==> src/hdl/rpc_pkg.sv <==
`default_nettype none
package rpc_pkg;

  // Field and datapath widths
  localparam int CW            = 16;               // coordinate width (Q8.8)
  localparam int ANG_W         = 16;               // angle width (Q3.13)
  localparam int CORDIC_STAGES = 16;
  localparam int GUARD         = 14;               // extra fraction bits in the datapath
  localparam int XY_W          = CW + GUARD + 4;   // CORDIC x/y width
  localparam int Z_W           = 35;               // CORDIC angle width, Q2.30 plus headroom
  localparam int DEG_W         = CW + 1;           // degrees, one bit of headroom
  localparam int M_W           = CW + 1;           // signed magnitude after negation
  localparam int KINV_W        = 21;
  localparam int D2R_W         = 32;
  localparam int PZ_W          = DEG_W + D2R_W;    // degrees times pi/180
  localparam int MX_W          = M_W + KINV_W;     // magnitude times 1/K
  localparam int XR_W          = XY_W - (GUARD - 4);
  localparam int PM_W          = XR_W + KINV_W;
  localparam int SAT_W         = XY_W - GUARD;
  localparam int CLAMP_W       = 20;

  // Opcodes
  localparam logic [1:0] OP_RECT  = 2'd0;
  localparam logic [1:0] OP_POLAR = 2'd1;

  typedef enum logic [1:0] {
    MODE_RECT  = 2'd0,
    MODE_POLAR = 2'd1,
    MODE_ERR   = 2'd2
  } rpc_mode_t;

  // Constants
  localparam logic signed [KINV_W-1:0] K_INV_Q20      = KINV_W'(636751);
  localparam logic signed [D2R_W-1:0]  DEG_TO_RAD_Q36 = D2R_W'(64'd1199381129);
  localparam logic signed [Z_W-1:0]    PI_Q30         = Z_W'(64'd3373259426);
  localparam logic signed [DEG_W-1:0]  DEG_TURN       = DEG_W'(23040);
  localparam logic signed [DEG_W-1:0]  DEG_HALF       = DEG_W'(11520);
  localparam logic signed [DEG_W-1:0]  DEG_QUARTER    = DEG_W'(5760);
  localparam logic signed [CLAMP_W-1:0] ANG_LIMIT     = CLAMP_W'(25736);

  // One item as it moves through the pipeline
  typedef struct packed {
    rpc_mode_t               mode;
    logic                    origin;
    logic signed [CW-1:0]    xo;     // rect echo of x
    logic signed [CW-1:0]    yo;     // rect echo of y
    logic [CW-1:0]           mag;    // polar echo of |magnitude|
    logic signed [ANG_W-1:0] ang;    // polar reported angle
    logic signed [XY_W-1:0]  x;
    logic signed [XY_W-1:0]  y;
    logic signed [Z_W-1:0]   z;
  } rpc_item_t;

  // atan(2^-i) in Q2.30, rounded down
  function automatic logic [31:0] atan_q30(input int i);
    logic [31:0] v;
    case (i)
      0:       v = 32'd843314856;
      1:       v = 32'd497837829;
      2:       v = 32'd263043836;
      3:       v = 32'd133525158;
      4:       v = 32'd67021686;
      5:       v = 32'd33543515;
      6:       v = 32'd16775850;
      7:       v = 32'd8388437;
      8:       v = 32'd4194282;
      9:       v = 32'd2097149;
      default: begin
        if (i <= 30) v = (32'd1 << (30 - i)) - 32'd1;
        else v = 32'd0;
      end
    endcase
    return v;
  endfunction

  function automatic logic signed [CW-1:0] sat_coord(input logic signed [SAT_W-1:0] v);
    logic signed [SAT_W-1:0] hi;
    logic signed [SAT_W-1:0] lo;
    hi = SAT_W'(2 ** (CW - 1) - 1);
    lo = ~hi;
    if (v > hi) return hi[CW-1:0];
    else if (v < lo) return lo[CW-1:0];
    else return v[CW-1:0];
  endfunction

  function automatic logic signed [ANG_W-1:0] clamp_ang(input logic signed [CLAMP_W-1:0] a);
    logic signed [CLAMP_W-1:0] r;
    if (a > ANG_LIMIT) r = ANG_LIMIT;
    else if (a < -ANG_LIMIT) r = -ANG_LIMIT;
    else r = a;
    return r[ANG_W-1:0];
  endfunction

endpackage
`default_nettype wire

==> src/hdl/rpc_pre.sv <==
`default_nettype none
module rpc_pre (
  input  logic                            clk,
  input  logic                            rst_n,
  input  logic                            in_valid,
  output logic                            in_ready,
  input  logic [1:0]                      in_opcode,
  input  logic signed [rpc_pkg::CW-1:0]   in_a,
  input  logic signed [rpc_pkg::CW-1:0]   in_b,
  output logic                            out_valid,
  input  logic                            out_ready,
  output rpc_pkg::rpc_item_t              out_item
);
  import rpc_pkg::*;

  localparam logic signed [PZ_W-1:0] PZ_HALF = PZ_W'(2 ** 11);
  localparam logic signed [MX_W-1:0] PX_HALF = MX_W'(2 ** (19 - GUARD));
  localparam logic signed [PZ_W-1:0] PA_HALF = PZ_W'(2 ** 28);

  // Stage 1: decode, angle reduction, quadrant fold
  rpc_item_t               s1_item_r, s1_item_nxt;
  logic signed [DEG_W-1:0] s1_rc_r, s1_rc_nxt;
  logic signed [DEG_W-1:0] s1_ro_r, s1_ro_nxt;
  logic signed [M_W-1:0]   s1_m_r, s1_m_nxt;
  logic                    s1_v_r;
  // Stage 2: constant multiplies
  rpc_item_t               s2_item_r;
  logic signed [PZ_W-1:0]  s2_pz_r, s2_pz_nxt;
  logic signed [PZ_W-1:0]  s2_pa_r, s2_pa_nxt;
  logic signed [MX_W-1:0]  s2_px_r, s2_px_nxt;
  logic                    s2_v_r;
  // Stage 3: rounding and CORDIC start vector
  rpc_item_t               s3_item_r, s3_item_nxt;
  logic                    s3_v_r;

  logic rdy1, rdy2, rdy3;

  assign rdy3     = !s3_v_r || out_ready;
  assign rdy2     = !s2_v_r || rdy3;
  assign rdy1     = !s1_v_r || rdy2;
  assign in_ready = rdy1;

  always_comb begin
    logic signed [DEG_W-1:0] bx;
    logic signed [DEG_W-1:0] r;
    logic signed [DEG_W-1:0] ro_t;
    logic signed [XY_W-1:0]  ax;
    logic signed [XY_W-1:0]  ay;
    logic signed [M_W-1:0]   mx;
    s1_item_nxt = '0;
    case (in_opcode)
      OP_RECT:  s1_item_nxt.mode = MODE_RECT;
      OP_POLAR: s1_item_nxt.mode = MODE_POLAR;
      default:  s1_item_nxt.mode = MODE_ERR;
    endcase
    s1_item_nxt.origin = (in_a == '0) && (in_b == '0);
    s1_item_nxt.xo     = in_a;
    s1_item_nxt.yo     = in_b;
    s1_item_nxt.mag    = in_a[CW-1] ? ((~in_a) + {{(CW-1){1'b0}}, 1'b1}) : in_a;

    // left half plane folds over by pi
    ax = {{(XY_W-CW-GUARD){in_a[CW-1]}}, in_a, {GUARD{1'b0}}};
    ay = {{(XY_W-CW-GUARD){in_b[CW-1]}}, in_b, {GUARD{1'b0}}};
    if (in_a[CW-1]) begin
      s1_item_nxt.x = -ax;
      s1_item_nxt.y = -ay;
      s1_item_nxt.z = in_b[CW-1] ? -PI_Q30 : PI_Q30;
    end else begin
      s1_item_nxt.x = ax;
      s1_item_nxt.y = ay;
      s1_item_nxt.z = '0;
    end

    // degrees into (-180,180]; one step covers the whole input range
    bx = DEG_W'(in_b);
    if (bx > DEG_HALF) r = bx - DEG_TURN;
    else if (bx <= -DEG_HALF) r = bx + DEG_TURN;
    else r = bx;

    mx = M_W'(in_a);
    if (r > DEG_QUARTER) begin
      s1_rc_nxt = r - DEG_HALF;
      s1_m_nxt  = -mx;
    end else if (r < -DEG_QUARTER) begin
      s1_rc_nxt = r + DEG_HALF;
      s1_m_nxt  = -mx;
    end else begin
      s1_rc_nxt = r;
      s1_m_nxt  = mx;
    end

    // negative magnitude reports the opposite direction
    ro_t = r + DEG_HALF;
    if (ro_t > DEG_HALF) ro_t = ro_t - DEG_TURN;
    s1_ro_nxt = in_a[CW-1] ? ro_t : r;
  end

  always_comb begin
    s2_pz_nxt = s1_rc_r * DEG_TO_RAD_Q36;
    s2_pa_nxt = s1_ro_r * DEG_TO_RAD_Q36;
    s2_px_nxt = s1_m_r * K_INV_Q20;
  end

  always_comb begin
    logic signed [PZ_W-1:0] pz_q;
    logic signed [PZ_W-1:0] pa_q;
    logic signed [MX_W-1:0] px_q;
    pz_q = (s2_pz_r + PZ_HALF) >>> 12;
    pa_q = (s2_pa_r + PA_HALF) >>> 29;
    px_q = (s2_px_r + PX_HALF) >>> (20 - GUARD);
    s3_item_nxt = s2_item_r;
    if (s2_item_r.mode == MODE_POLAR) begin
      s3_item_nxt.x   = px_q[XY_W-1:0];
      s3_item_nxt.y   = '0;
      s3_item_nxt.z   = pz_q[Z_W-1:0];
      s3_item_nxt.ang = clamp_ang(pa_q[CLAMP_W-1:0]);
    end
  end

  always_ff @(posedge clk) begin
    if (!rst_n) begin
      s1_v_r <= 1'b0;
      s2_v_r <= 1'b0;
      s3_v_r <= 1'b0;
    end else begin
      if (rdy1) s1_v_r <= in_valid;
      if (rdy2) s2_v_r <= s1_v_r;
      if (rdy3) s3_v_r <= s2_v_r;
    end
  end

  always_ff @(posedge clk) begin
    if (rdy1 && in_valid) begin
      s1_item_r <= s1_item_nxt;
      s1_rc_r   <= s1_rc_nxt;
      s1_ro_r   <= s1_ro_nxt;
      s1_m_r    <= s1_m_nxt;
    end
    if (rdy2 && s1_v_r) begin
      s2_item_r <= s1_item_r;
      s2_pz_r   <= s2_pz_nxt;
      s2_pa_r   <= s2_pa_nxt;
      s2_px_r   <= s2_px_nxt;
    end
    if (rdy3 && s2_v_r) begin
      s3_item_r <= s3_item_nxt;
    end
  end

  assign out_valid = s3_v_r;
  assign out_item  = s3_item_r;

endmodule
`default_nettype wire

==> config.mk <==
export PLATFORM = sky130hd
export DESIGN_NAME = rpc_pre
export DESIGN_NICKNAME = d
export VERILOG_FILES = /design/src/hdl/rpc_pkg.sv /design/src/hdl/rpc_pre.sv
export SDC_FILE = /design/constraint.sdc
export NUM_CORES = 2
export LEC_CHECK = 0
export BUFFER_PORTS_ARGS = -buffer_cell sky130_fd_sc_hd__buf_2
export CAP_MARGIN = 20
export CORE_MARGIN = 3
export CORE_UTILIZATION = 40
export CTS_CLUSTER_SIZE = 28
export DETAILED_ROUTE_END_ITERATION = 8
export HOLD_SLACK_MARGIN = 0.02
export REMOVE_ABC_BUFFERS = 1
export SYNTH_ARGS = -nofsm -noshare
export SYNTH_HDL_FRONTEND = slang
export SYNTH_SLANG_ARGS = --single-unit
export TNS_END_PERCENT = 50
==> constraint.sdc <==
create_clock -name clk -period 41.9 [get_ports clk]
set_clock_uncertainty 0.15 [all_clocks]
set_input_delay 2.095 -clock clk [delete_from_list [all_inputs] [get_ports clk]]
set_output_delay 2.095 -clock clk [all_outputs]
set_load 0.05 [all_outputs]
==> metrics.md <==
| Metric | Value |
|---|---|
| Pin count of the biggest net entering global routing | `72` |
| Tmin final | `7.55 ns` |
| Die area | `about 100000 µm²` |
| Crit-path most repeated cell | `fa_1` |
| Initial drt markers | `about 1400` |
| Commonest non-fill, non-tap cell in the layout | `inv_1` |
| Final instance area | `approximately 42000 µm²` |
| First-pass GRT wire length | `roughly 150000 µm` |
| Slowest stage cell on the critical path | `fa_1` |
| CTS tree | `done` |
| Crit path DAT | `7.79 ns` |
| Syn Area/Cell | `11.5 µm²` |
| Num rows | `roughly 110` |
| Initial antenna violation count | `3` |
| Die height | `roughly 320 µm` |
| Ports | `210` |
| Post-Syn Area | `roughly 38000 µm²` |
| CP Cell Sequence | `fa_1 > inv_1 > fa_1 > fa_1 > inv_1 > fa_1 > fa_1 > inv_1 > fa_1 > inv_1 > ha_1 > and3_1 > o2111ai_1 > nor2_1 > a222oi_1 > a31oi_1 > a41o_1 > a21o_1 > o41a_1 > a21oi_1 > o31ai_1 > xnor2_1` |
| Critical Path RT | `42.13 ns` |
| Status | `finished, final reports clean` |
| Share of cells above drive strength 1 | `a little under a tenth` |
| Syn Inst Count | `3340` |
| Root Buffer | `clkbuf_16` |
| Core Region | `approximately 94000 µm²` |
| WL met1 | `40100 µm` |
| Initial Utilization | `slightly above 40%` |
| Routed wl met2 | `47000 µm` |
| Post-DRT Antenna Nets | `0` |
| Final TNS setup | `0 ns` |
| Finish-stage setup viols | `0` |
| Buffers on Ports | `195` |
| CP max FO | `12` |
| DRT Wirelength | `approximately 95000 µm` |
| Fraction of registers with async set/reset | `0%` |
| RSZ-0062 raised after global routing | `false` |
| Maxcap violations | `0` |
| Worst Tran Pin Value | `between 1 and 1.5 ns` |
| Sequential-to-total area share from yosys stat | `between 30% and 40%` |
| Hold Violations, Final | `0` |
| Number of global-route vias before repair | `~25000` |
| Final slew viol count | `0` |
| Most frequent cells in the layout | `inv_1 (710), ha_1 (470), fa_1 (440), edfxtp_1 (431), buf_2 (196)` |
| Total vias in the final route | `24200` |
| Top delay family on crit path | `adder cells` |
| Clock Latency Late Sink | `between 0.6 and 0.7 ns` |
| Clk sinks | `about 430` |
| Crit path kind | `register to register` |
| Nets | `approximately 4500` |
| Max layer used | `met4` |
| GPL Wtd Cong | `roughly 0.94` |
| FMAX | `between 100 and 150 MHz` |
| Wire per inst | `approximately 20 µm` |
| Number of synthesized register bits | `between 400 and 500` |
| Netlist cell types | `between 90 and 100` |
| H-tree levels | `2` |
| Placed Area | `between 40000 and 50000 µm²` |
| Slew HR | `27.2%` |
| Max stage delay on crit path | `between 0.7 and 0.8 ns` |
| Ys flop type | `edfxtp_1` |
| CP bufs+invs | `4` |
| GRT Overall Usage | `19.4%` |
| Vias/cell | `around 5` |
| Number of synthesized flops with an enable pin | `431` |
| Gr ovfl total | `0` |
| Worst Hold Class | `register to register` |
| Register clock-pin slew on the reported worst setup and hold paths | `0.06 ns` |
| Die Wd | `316 µm` |
| YS warnings | `0` |
| Crit. End Element | `register` |
| Drc violations | `0` |
| Clock buffer count from CTS | `51` |
| Fill cells | `around 8900` |
| Postcts setup bufs | `0` |
| Met3 wire len | `around 5400 µm` |
| Area growth from synthesis to layout | `10.5%` |
| CTS resizes | `0` |
| CTS Buffer Depth | `3` |
| Post-DP HPWL | `~77000 µm` |
| Setup crit start kind | `register` |
| Final period util | `a little under a fifth` |
| Cts hold-fix bufs | `0` |
| Drt pass-1 iters | `5` |
## synthesized netlist by cell type (8+ instances only)
cell type / count / area share, %
xor2_1: 73 / 1.7
fa_1: 440 / 23
xnor2_1: 135 / 3.1
buf_4: 16 / 0.31
nand2_1: 149 / 1.5
and3_1: 30 / 0.49
nand2b_1: 15 / 0.24
nor3_1: 30 / 0.39
a21boi_0: 14 / 0.27
edfxtp_1: 431 / 34
a21oi_1: 122 / 1.6
nor2_1: 132 / 1.3
o31ai_1: 13 / 0.25
ha_1: 470 / 15
and4_1: 10 / 0.23
inv_1: 710 / 7.0
o21a_1: 17 / 0.33
nor4_1: 9 / 0.15
nor2b_1: 21 / 0.34
or2_2: 16 / 0.26
clkbuf_1: 38 / 0.37
a21o_1: 42 / 0.82
or3_1: 24 / 0.39
and2_1: 38 / 0.62
a211oi_1: 11 / 0.22
a31oi_1: 20 / 0.33
buf_2: 8 / 0.10
nand3_1: 57 / 0.74
o21ai_0: 85 / 1.1
nand4_1: 27 / 0.44
## metrics by stage
step	util (%)	worst slack [ns]	instances	hold WS (ns)
final	45.0	34.35	4850	0.265
after global routing	45.0	33.95	4849	0.271
after CTS	45.0	34.33	4848	0.261
after detailed placement	43.3	34.34	4753	0.255
after global placement	43.3	34.46	4753	0.251
after floorplan	-	26.65	3289	0.250
## flip-flops by register name, summed over array words and instances (netlist names)
| name | cells |
|---|---|
| s2_pa_r | 21 |
| s2_item_r | 76 |
| s1_rc_r | 9 |
| s1_item_r | 76 |
| out_item | 155 |
| s1_m_r | 16 |
| s2_v_r | 1 |
| out_valid | 1 |
| s1_v_r | 1 |
| s2_px_r | 33 |
| s2_pz_r | 36 |
| s1_ro_r | 9 |
## metal layers
layer	track usage, %	vias up
met5	0	-
met4	4.53	0
met3	3.89	97
met2	33.3	524
met1	25.3	12100
li1	-	11500
## worst reg2reg max path: cells and delay by family (launching register included)
| family | cells | cell delay [ns] |
|---|---|---|
| xor+xnor | 1 | 0.15 |
| compound gates | 8 | 2.18 |
| buf+inv | 4 | 0.25 |
| simple gates | 2 | 0.24 |
| fa+ha+maj | 7 | 3.68 |
| flops | 1 | 0.67 |
## area by class of cell
| type | instances | area, µm² | share of cell area (%) |
|---|---|---|---|
| clock inverters | 34 | 290 | 0.685 |
| inverters | 712 | 2670 | 6.31 |
| multi-input cells | 2143 | 22400 | 52.9 |
| diodes | 1 | 2.50 | 0.00590 |
| clock buffers | 61 | 1310 | 3.10 |
| repair buffers | 211 | 1090 | 2.58 |
| well taps | 1254 | 1570 | 3.70 |
| flip-flops and latches | 434 | 13000 | 30.7 |
## path summary, 6_finish.rpt
check / cells after the start / to / from / slack [ns]
setup / recovery: 22 / s2_pa_r[48] / s1_item_r[141] / 34.35
hold / removal: 0 / s2_item_r[155] / s1_item_r[155] / 0.26
setup reg to reg: 22 / s2_pa_r[48] / s1_item_r[141] / 34.35
hold reg to reg: 0 / s2_item_r[155] / s1_item_r[155] / 0.26
## cells by family after synthesis
kind of cell             count (synthesis)  share of synthesized area [%]
buffers and inverters                  780                           7.86
adder cells (fa/ha/maj)                910                           38.3
multiplexers                             6                          0.170
other                                    1                        0.00978
flip-flops                             434                           33.9
XOR/XNOR                               209                           4.79
AND/OR/NAND/NOR                        585                           7.78
AO/OA/AOI/OAI                          415                           7.16
Power is left out: the tool's default activity adds up to more than one toggle a clock period on the data nets, which glitch-free logic cannot reach.
