$ cat config.mk
export PLATFORM = sky130hd
export DESIGN_NAME = rpc_post
export DESIGN_NICKNAME = d
export VERILOG_FILES = /design/src/hdl/rpc_pkg.sv /design/src/hdl/rpc_post.sv
export SDC_FILE = /design/constraint.sdc
export NUM_CORES = 1
export LEC_CHECK = 0
export BUFFER_PORTS_ARGS = -buffer_cell sky130_fd_sc_hd__buf_2
export CORE_MARGIN = 2
export CORE_UTILIZATION = 40
export DETAILED_ROUTE_END_ITERATION = 10
export HOLD_SLACK_MARGIN = 0.03
export RECOVER_POWER = 100
export SYNTH_ARGS = -nofsm -noshare
export SYNTH_HDL_FRONTEND = slang
export SYNTH_SLANG_ARGS = --single-unit
$ cat constraint.sdc
create_clock -name clk -period 15.4 [get_ports clk]
set_input_delay 1.54 -clock clk [delete_from_list [all_inputs] [get_ports clk]]
set_output_delay 1.54 -clock clk [all_outputs]
set_load 0.01 [all_outputs]
$ cat src/hdl/rpc_pkg.sv
`default_nettype none
package rpc_pkg;

  // Field and datapath widths
  localparam int CW            = 16;               // coordinate width (Q8.8)
  localparam int ANG_W         = 16;               // angle width (Q3.13)
  localparam int CORDIC_STAGES = 16;
  localparam int GUARD         = 14;               // extra fraction bits in the datapath
  localparam int XY_W          = CW + GUARD + 4;   // CORDIC x/y width
  localparam int Z_W           = 35;               // CORDIC angle width, Q2.30 plus headroom
  localparam int DEG_W         = CW + 1;           // degrees, one bit of headroom
  localparam int M_W           = CW + 1;           // signed magnitude after negation
  localparam int KINV_W        = 21;
  localparam int D2R_W         = 32;
  localparam int PZ_W          = DEG_W + D2R_W;    // degrees times pi/180
  localparam int MX_W          = M_W + KINV_W;     // magnitude times 1/K
  localparam int XR_W          = XY_W - (GUARD - 4);
  localparam int PM_W          = XR_W + KINV_W;
  localparam int SAT_W         = XY_W - GUARD;
  localparam int CLAMP_W       = 20;

  // Opcodes
  localparam logic [1:0] OP_RECT  = 2'd0;
  localparam logic [1:0] OP_POLAR = 2'd1;

  typedef enum logic [1:0] {
    MODE_RECT  = 2'd0,
    MODE_POLAR = 2'd1,
    MODE_ERR   = 2'd2
  } rpc_mode_t;

  // Constants
  localparam logic signed [KINV_W-1:0] K_INV_Q20      = KINV_W'(636751);
  localparam logic signed [D2R_W-1:0]  DEG_TO_RAD_Q36 = D2R_W'(64'd1199381129);
  localparam logic signed [Z_W-1:0]    PI_Q30         = Z_W'(64'd3373259426);
  localparam logic signed [DEG_W-1:0]  DEG_TURN       = DEG_W'(23040);
  localparam logic signed [DEG_W-1:0]  DEG_HALF       = DEG_W'(11520);
  localparam logic signed [DEG_W-1:0]  DEG_QUARTER    = DEG_W'(5760);
  localparam logic signed [CLAMP_W-1:0] ANG_LIMIT     = CLAMP_W'(25736);

  // One item as it moves through the pipeline
  typedef struct packed {
    rpc_mode_t               mode;
    logic                    origin;
    logic signed [CW-1:0]    xo;     // rect echo of x
    logic signed [CW-1:0]    yo;     // rect echo of y
    logic [CW-1:0]           mag;    // polar echo of |magnitude|
    logic signed [ANG_W-1:0] ang;    // polar reported angle
    logic signed [XY_W-1:0]  x;
    logic signed [XY_W-1:0]  y;
    logic signed [Z_W-1:0]   z;
  } rpc_item_t;

  // atan(2^-i) in Q2.30, rounded down
  function automatic logic [31:0] atan_q30(input int i);
    logic [31:0] v;
    case (i)
      0:       v = 32'd843314856;
      1:       v = 32'd497837829;
      2:       v = 32'd263043836;
      3:       v = 32'd133525158;
      4:       v = 32'd67021686;
      5:       v = 32'd33543515;
      6:       v = 32'd16775850;
      7:       v = 32'd8388437;
      8:       v = 32'd4194282;
      9:       v = 32'd2097149;
      default: begin
        if (i <= 30) v = (32'd1 << (30 - i)) - 32'd1;
        else v = 32'd0;
      end
    endcase
    return v;
  endfunction

  function automatic logic signed [CW-1:0] sat_coord(input logic signed [SAT_W-1:0] v);
    logic signed [SAT_W-1:0] hi;
    logic signed [SAT_W-1:0] lo;
    hi = SAT_W'(2 ** (CW - 1) - 1);
    lo = ~hi;
    if (v > hi) return hi[CW-1:0];
    else if (v < lo) return lo[CW-1:0];
    else return v[CW-1:0];
  endfunction

  function automatic logic signed [ANG_W-1:0] clamp_ang(input logic signed [CLAMP_W-1:0] a);
    logic signed [CLAMP_W-1:0] r;
    if (a > ANG_LIMIT) r = ANG_LIMIT;
    else if (a < -ANG_LIMIT) r = -ANG_LIMIT;
    else r = a;
    return r[ANG_W-1:0];
  endfunction

endpackage
`default_nettype wire

$ cat src/hdl/rpc_post.sv
`default_nettype none
module rpc_post (
  input  logic                              clk,
  input  logic                              rst_n,
  input  logic                              in_valid,
  output logic                              in_ready,
  input  rpc_pkg::rpc_item_t                in_item,
  output logic                              out_valid,
  input  logic                              out_ready,
  output logic signed [rpc_pkg::CW-1:0]     out_x,
  output logic signed [rpc_pkg::CW-1:0]     out_y,
  output logic [rpc_pkg::CW-1:0]            out_mag,
  output logic signed [rpc_pkg::ANG_W-1:0]  out_ang,
  output logic                              out_err
);
  import rpc_pkg::*;

  localparam logic signed [XY_W-1:0] XR_HALF  = XY_W'(2 ** (GUARD - 5));
  localparam logic signed [XY_W-1:0] XY_HALF  = XY_W'(2 ** (GUARD - 1));
  localparam logic signed [Z_W-1:0]  Z_HALF   = Z_W'(2 ** 16);
  localparam logic signed [PM_W-1:0] PM_HALF  = PM_W'(2 ** 23);
  localparam logic signed [PM_W-1:0] MAG_MAX  = PM_W'(2 ** CW - 1);

  // Q1: roundings
  rpc_item_t               q1_item_r;
  logic signed [XR_W-1:0]  q1_xr_r, q1_xr_nxt;
  logic signed [CW-1:0]    q1_px_r, q1_px_nxt;
  logic signed [CW-1:0]    q1_py_r, q1_py_nxt;
  logic signed [ANG_W-1:0] q1_ra_r, q1_ra_nxt;
  logic                    q1_v_r;
  // Q2: gain correction multiply
  rpc_item_t               q2_item_r;
  logic signed [PM_W-1:0]  q2_pm_r, q2_pm_nxt;
  logic signed [CW-1:0]    q2_px_r;
  logic signed [CW-1:0]    q2_py_r;
  logic signed [ANG_W-1:0] q2_ra_r;
  logic                    q2_v_r;
  // Q3: output register
  logic signed [CW-1:0]    q3_x_r, q3_x_nxt;
  logic signed [CW-1:0]    q3_y_r, q3_y_nxt;
  logic [CW-1:0]           q3_mag_r, q3_mag_nxt;
  logic signed [ANG_W-1:0] q3_ang_r, q3_ang_nxt;
  logic                    q3_err_r, q3_err_nxt;
  logic                    q3_v_r;

  logic rdy1, rdy2, rdy3;

  assign rdy3     = !q3_v_r || out_ready;
  assign rdy2     = !q2_v_r || rdy3;
  assign rdy1     = !q1_v_r || rdy2;
  assign in_ready = rdy1;

  always_comb begin
    logic signed [XY_W-1:0] xr_q, px_q, py_q;
    logic signed [Z_W-1:0]  z_q;
    xr_q = (in_item.x + XR_HALF) >>> (GUARD - 4);
    px_q = (in_item.x + XY_HALF) >>> GUARD;
    py_q = (in_item.y + XY_HALF) >>> GUARD;
    z_q  = (in_item.z + Z_HALF) >>> 17;
    q1_xr_nxt = xr_q[XR_W-1:0];
    q1_px_nxt = sat_coord(px_q[SAT_W-1:0]);
    q1_py_nxt = sat_coord(py_q[SAT_W-1:0]);
    q1_ra_nxt = clamp_ang(CLAMP_W'($signed(z_q[Z_W-18:0])));
  end

  assign q2_pm_nxt = q1_xr_r * K_INV_Q20;

  always_comb begin
    logic signed [PM_W-1:0] t;
    logic [CW-1:0]          mag_sat;
    t = (q2_pm_r + PM_HALF) >>> 24;
    if (t[PM_W-1]) mag_sat = '0;
    else if (t > MAG_MAX) mag_sat = '1;
    else mag_sat = t[CW-1:0];
    q3_x_nxt   = '0;
    q3_y_nxt   = '0;
    q3_mag_nxt = '0;
    q3_ang_nxt = '0;
    q3_err_nxt = 1'b0;
    case (q2_item_r.mode)
      MODE_RECT: begin
        q3_x_nxt   = q2_item_r.xo;
        q3_y_nxt   = q2_item_r.yo;
        q3_mag_nxt = q2_item_r.origin ? '0 : mag_sat;
        q3_ang_nxt = q2_item_r.origin ? '0 : q2_ra_r;
      end
      MODE_POLAR: begin
        q3_x_nxt   = q2_px_r;
        q3_y_nxt   = q2_py_r;
        q3_mag_nxt = q2_item_r.mag;
        q3_ang_nxt = q2_item_r.ang;
      end
      default: q3_err_nxt = 1'b1;
    endcase
  end

  always_ff @(posedge clk) begin
    if (!rst_n) begin
      q1_v_r <= 1'b0;
      q2_v_r <= 1'b0;
      q3_v_r <= 1'b0;
    end else begin
      if (rdy1) q1_v_r <= in_valid;
      if (rdy2) q2_v_r <= q1_v_r;
      if (rdy3) q3_v_r <= q2_v_r;
    end
  end

  always_ff @(posedge clk) begin
    if (rdy1 && in_valid) begin
      q1_item_r <= in_item;
      q1_xr_r   <= q1_xr_nxt;
      q1_px_r   <= q1_px_nxt;
      q1_py_r   <= q1_py_nxt;
      q1_ra_r   <= q1_ra_nxt;
    end
    if (rdy2 && q1_v_r) begin
      q2_item_r <= q1_item_r;
      q2_pm_r   <= q2_pm_nxt;
      q2_px_r   <= q1_px_r;
      q2_py_r   <= q1_py_r;
      q2_ra_r   <= q1_ra_r;
    end
    if (rdy3 && q2_v_r) begin
      q3_x_r   <= q3_x_nxt;
      q3_y_r   <= q3_y_nxt;
      q3_mag_r <= q3_mag_nxt;
      q3_ang_r <= q3_ang_nxt;
      q3_err_r <= q3_err_nxt;
    end
  end

  assign out_valid = q3_v_r;
  assign out_x     = q3_x_r;
  assign out_y     = q3_y_r;
  assign out_mag   = q3_mag_r;
  assign out_ang   = q3_ang_r;
  assign out_err   = q3_err_r;

endmodule
`default_nettype wire

==> qor.json <==
{
  "syn_avg_cell_area_um2": 12.5,
  "endpoint_kind": "register",
  "post_route_cells_drive_above_1_share_pct": 8.71,
  "max_cap_violations": 7,
  "fin_crit_sh_pct": 54.8,
  "post_cts_resize_count": 0,
  "synth-simple-area-share_pct": 6.01,
  "drt_wl_total_um": 54000,
  "grt_antenna_before_repair": 4,
  "compound_gate_fraction_of_synth_area_pct": 7.02,
  "startpoint": "q1_xr_r[5]$_DFFE_PP_",
  "netlist.area_leader.share_pct": 42.1,
  "clk_pin_slew_worst_paths_ns": 0.06,
  "startpoint_type": "register",
  "muxShareOfSynthArea_pct": 1.48,
  "synth_top_family_by_area": "adder cells",
  "ctsHtreeMaxLevel": 2,
  "max-clock-path-buffers": 3,
  "drt.antenna.violating_nets": 0,
  "final_slew_violations": 414,
  "cell_types_with_the_largest_area_share_after_synthesis": "sky130_fd_sc_hd__edfxtp_1, sky130_fd_sc_hd__fa_1, sky130_fd_sc_hd__ha_1, sky130_fd_sc_hd__inv_1, sky130_fd_sc_hd__xnor2_1",
  "synth_top_cells_by_count": "sky130_fd_sc_hd__inv_1, sky130_fd_sc_hd__edfxtp_1, sky130_fd_sc_hd__fa_1",
  "cts_num_sinks": 344,
  "grt_pass1_vias": 16000,
  "syn2layout_area_growth_pct": 11.8,
  "post_synth_xor_area_fraction_pct": 5.04,
  "synth_fa_ha_area_share_pct": 31.5,
  "drt_first_pass_iters": 5,
  "ys_types": 75,
  "postSynthNetCount": 2587,
  "via_per_inst": 5.01,
  "ys_async_sr_fraction_pct": 0,
  "num-nets-final": 2810,
  "tritoncts_clock_tree": "built",
  "std_cell_rows": 90,
  "grt-ovfl-total": 0,
  "cts_buffers": 36,
  "grt_pass1_wl_um": 87100,
  "clkLatencyLatePin_ns": 0.53,
  "portBuffers": 202,
  "regToRegStartpoint": "q1_xr_r[5]$_DFFE_PP_",
  "clock_skew_ns": 0.0249,
  "hold_buffers": 0,
  "die_area_um2": 62800,
  "gp_routability_congestion": 0.892,
  "critPathArrivalTime_ns": 8.70,
  "die_h_um": 251,
  "yosysMostFrequentCell": "sky130_fd_sc_hd__inv_1",
  "criticalPathCategory": "register to register",
  "post-route-min-period_ns": 8.44,
  "status": "finished with violations",
  "endpoints_failing_setup": 0,
  "grt_start_max_net_pins": 81,
  "postCtsSetupBuffers": 0,
  "most_area_hungry_cell_type_in_the_yosys_netlist": "sky130_fd_sc_hd__edfxtp_1",
  "violated_checks": "max-capacitance violations, max-slew violations",
  "max_slew.worst_pin.slew_ns": 4.40,
  "min-delay-start": "q1_px_r[9]$_SDFFCE_PN1P_",
  "core_area_um2": 60200,
  "synth_enable_flop_cells": 341,
  "timing.max_slew.rel_slack_pct": -193,
  "hp-class": "register to register",
  "floorplan.die.width_um": 251,
  "synth_seq_cells": 344,
  "max_freq_mhz": 118,
  "detail_route.wl_per_cell_um": 18.1,
  "cts.root.buffer_cell": "sky130_fd_sc_hd__clkbuf_16",
  "detailed_route_iter0_violations": 774,
  "synth_seq_area_share_pct": 42.3,
  "syn_inst": 1948,
  "rsz0062_at_grt": "false",
  "synth.cell_area_um2": 24300,
  "crit_fanout": 9,
  "initial_core_util_pct": 40.4,
  "top_level_ports": 241,
  "data_required_time_at_the_worst_endpoint_ns": 15.66,
  "timing.setup.tns_ns": 0,
  "synthesis.yosys.warnings": 0,
  "synth_ff_type": "sky130_fd_sc_hd__edfxtp_1",
  "overall_global_routing_usage_pct": 17.6,
  "route.detailed.drc": 0,
  "dp.final_hpwl_um": 42100,
  "route.vias.total": 14900,
  "finalHoldViolCount": 0
}
## cells in the final DEF (no fill, tap or decap), types with 3 or more instances in the layout
master,instances
sky130_fd_sc_hd__a211oi_1,4
sky130_fd_sc_hd__nand2_1,77
sky130_fd_sc_hd__nor2_1,68
sky130_fd_sc_hd__clkbuf_1,95
sky130_fd_sc_hd__nor4_1,5
sky130_fd_sc_hd__xnor2_1,73
sky130_fd_sc_hd__a21o_1,17
sky130_fd_sc_hd__o21a_1,4
sky130_fd_sc_hd__a21oi_1,61
sky130_fd_sc_hd__fa_1,245
sky130_fd_sc_hd__nor3_1,16
sky130_fd_sc_hd__diode_2,5
sky130_fd_sc_hd__nand4_1,13
sky130_fd_sc_hd__ha_1,220
sky130_fd_sc_hd__nand3_1,48
sky130_fd_sc_hd__dfxtp_1,3
sky130_fd_sc_hd__o21bai_1,7
sky130_fd_sc_hd__inv_1,396
sky130_fd_sc_hd__clkinv_2,3
sky130_fd_sc_hd__or3_1,9
sky130_fd_sc_hd__a221oi_1,3
sky130_fd_sc_hd__edfxtp_1,341
sky130_fd_sc_hd__xor2_1,67
sky130_fd_sc_hd__and4_1,10
sky130_fd_sc_hd__nor2b_1,11
sky130_fd_sc_hd__mux2i_1,36
sky130_fd_sc_hd__a2111oi_0,4
sky130_fd_sc_hd__o211ai_1,6
sky130_fd_sc_hd__and2_1,3
sky130_fd_sc_hd__a31oi_1,9
sky130_fd_sc_hd__o21ai_0,55
sky130_fd_sc_hd__and2_0,3
sky130_fd_sc_hd__buf_4,6
sky130_fd_sc_hd__buf_2,123
sky130_fd_sc_hd__and3_1,18
sky130_fd_sc_hd__o31ai_1,4
sky130_fd_sc_hd__clkinv_1,4
sky130_fd_sc_hd__a22o_1,32
sky130_fd_sc_hd__clkbuf_16,36
sky130_fd_sc_hd__nand2b_1,3
## cells by family after synthesis
logic type      count (synthesis)
buf+inv                       427
fa+ha+maj                     465
xor+xnor                      140
compound gates                240
simple gates                  296
mux                            36
flops                         344
## flip-flops by register name, indices dropped and copies added (netlist names), 22 cells and up
register / cells
q1_item_r: 67
q1_xr_r: 24
q2_item_r: 67
q2_pm_r: 22
## layer usage
metal / vias up / wire, um / global-route usage [%] / share of wire, %
met4: 0 / 952 / 3.75 / 1.8
met1: 7521 / 24500 / 24.1 / 45
met3: 60 / 2050 / 2.14 / 3.8
met5: - / 0 / 0 / 0
li1: 7032 / - / - / -
met2: 299 / 26600 / 30.3 / 49
## worst paths after layout
kind / to / slack (ns) / cells past startpoint
max: q2_pm_r[43]$_DFFE_PP_ / 6.96 / 21
min: q2_px_r[9]$_DFFE_PP_ / 0.41 / 0
max reg2reg: q2_pm_r[43]$_DFFE_PP_ / 6.96 / 21
min reg2reg: q2_px_r[9]$_DFFE_PP_ / 0.41 / 0
## layout make-up
cell class / count / area (um2)
diodes: 5 / 12.5
clock buffers: 46 / 958
flip-flops and latches: 344 / 10300
multi-input cells: 1177 / 12400
clock inverters: 13 / 118
inverters: 396 / 1490
fillers: 5504 / 33000
repair buffers: 216 / 987
well taps: 782 / 978
## per-stage QoR
step	hold slack [ns]	setup WS, ns	instance area (um2)	cells	util [%]
4_1_cts	0.413	8.01	27400	2974	45.5
6_report	0.407	6.96	27200	2979	45.2
2_1_floorplan	0.400	3.03	24300	1948	-
5_1_grt	0.419	6.29	27200	2977	45.2
3_5_place_dp	0.405	8.05	26300	2915	43.7
3_3_place_gp	0.401	8.11	26300	2915	43.7
## critical path, stage by stage (launching register included)
cell and delay, ns:
sky130_fd_sc_hd__edfxtp_1 0.79, sky130_fd_sc_hd__ha_1 0.43, sky130_fd_sc_hd__xor2_1 0.18, sky130_fd_sc_hd__ha_1 0.18, sky130_fd_sc_hd__a21oi_1 0.19, sky130_fd_sc_hd__fa_1 0.47
sky130_fd_sc_hd__fa_1 0.49, sky130_fd_sc_hd__inv_1 0.05, sky130_fd_sc_hd__fa_1 0.50, sky130_fd_sc_hd__fa_1 0.56, sky130_fd_sc_hd__inv_1 0.06, sky130_fd_sc_hd__fa_1 0.53
sky130_fd_sc_hd__inv_1 0.04, sky130_fd_sc_hd__ha_1 0.32, sky130_fd_sc_hd__nand3_1 0.10, sky130_fd_sc_hd__a2111oi_0 0.42, sky130_fd_sc_hd__o211ai_1 0.34, sky130_fd_sc_hd__a2111oi_0 1.19
sky130_fd_sc_hd__o41ai_1 0.39, sky130_fd_sc_hd__o41ai_1 0.58, sky130_fd_sc_hd__a21oi_1 0.16, sky130_fd_sc_hd__xnor2_1 0.17
Power is left out: the tool's default activity adds up to more than one toggle a clock period on the data nets, which glitch-free logic cannot reach.
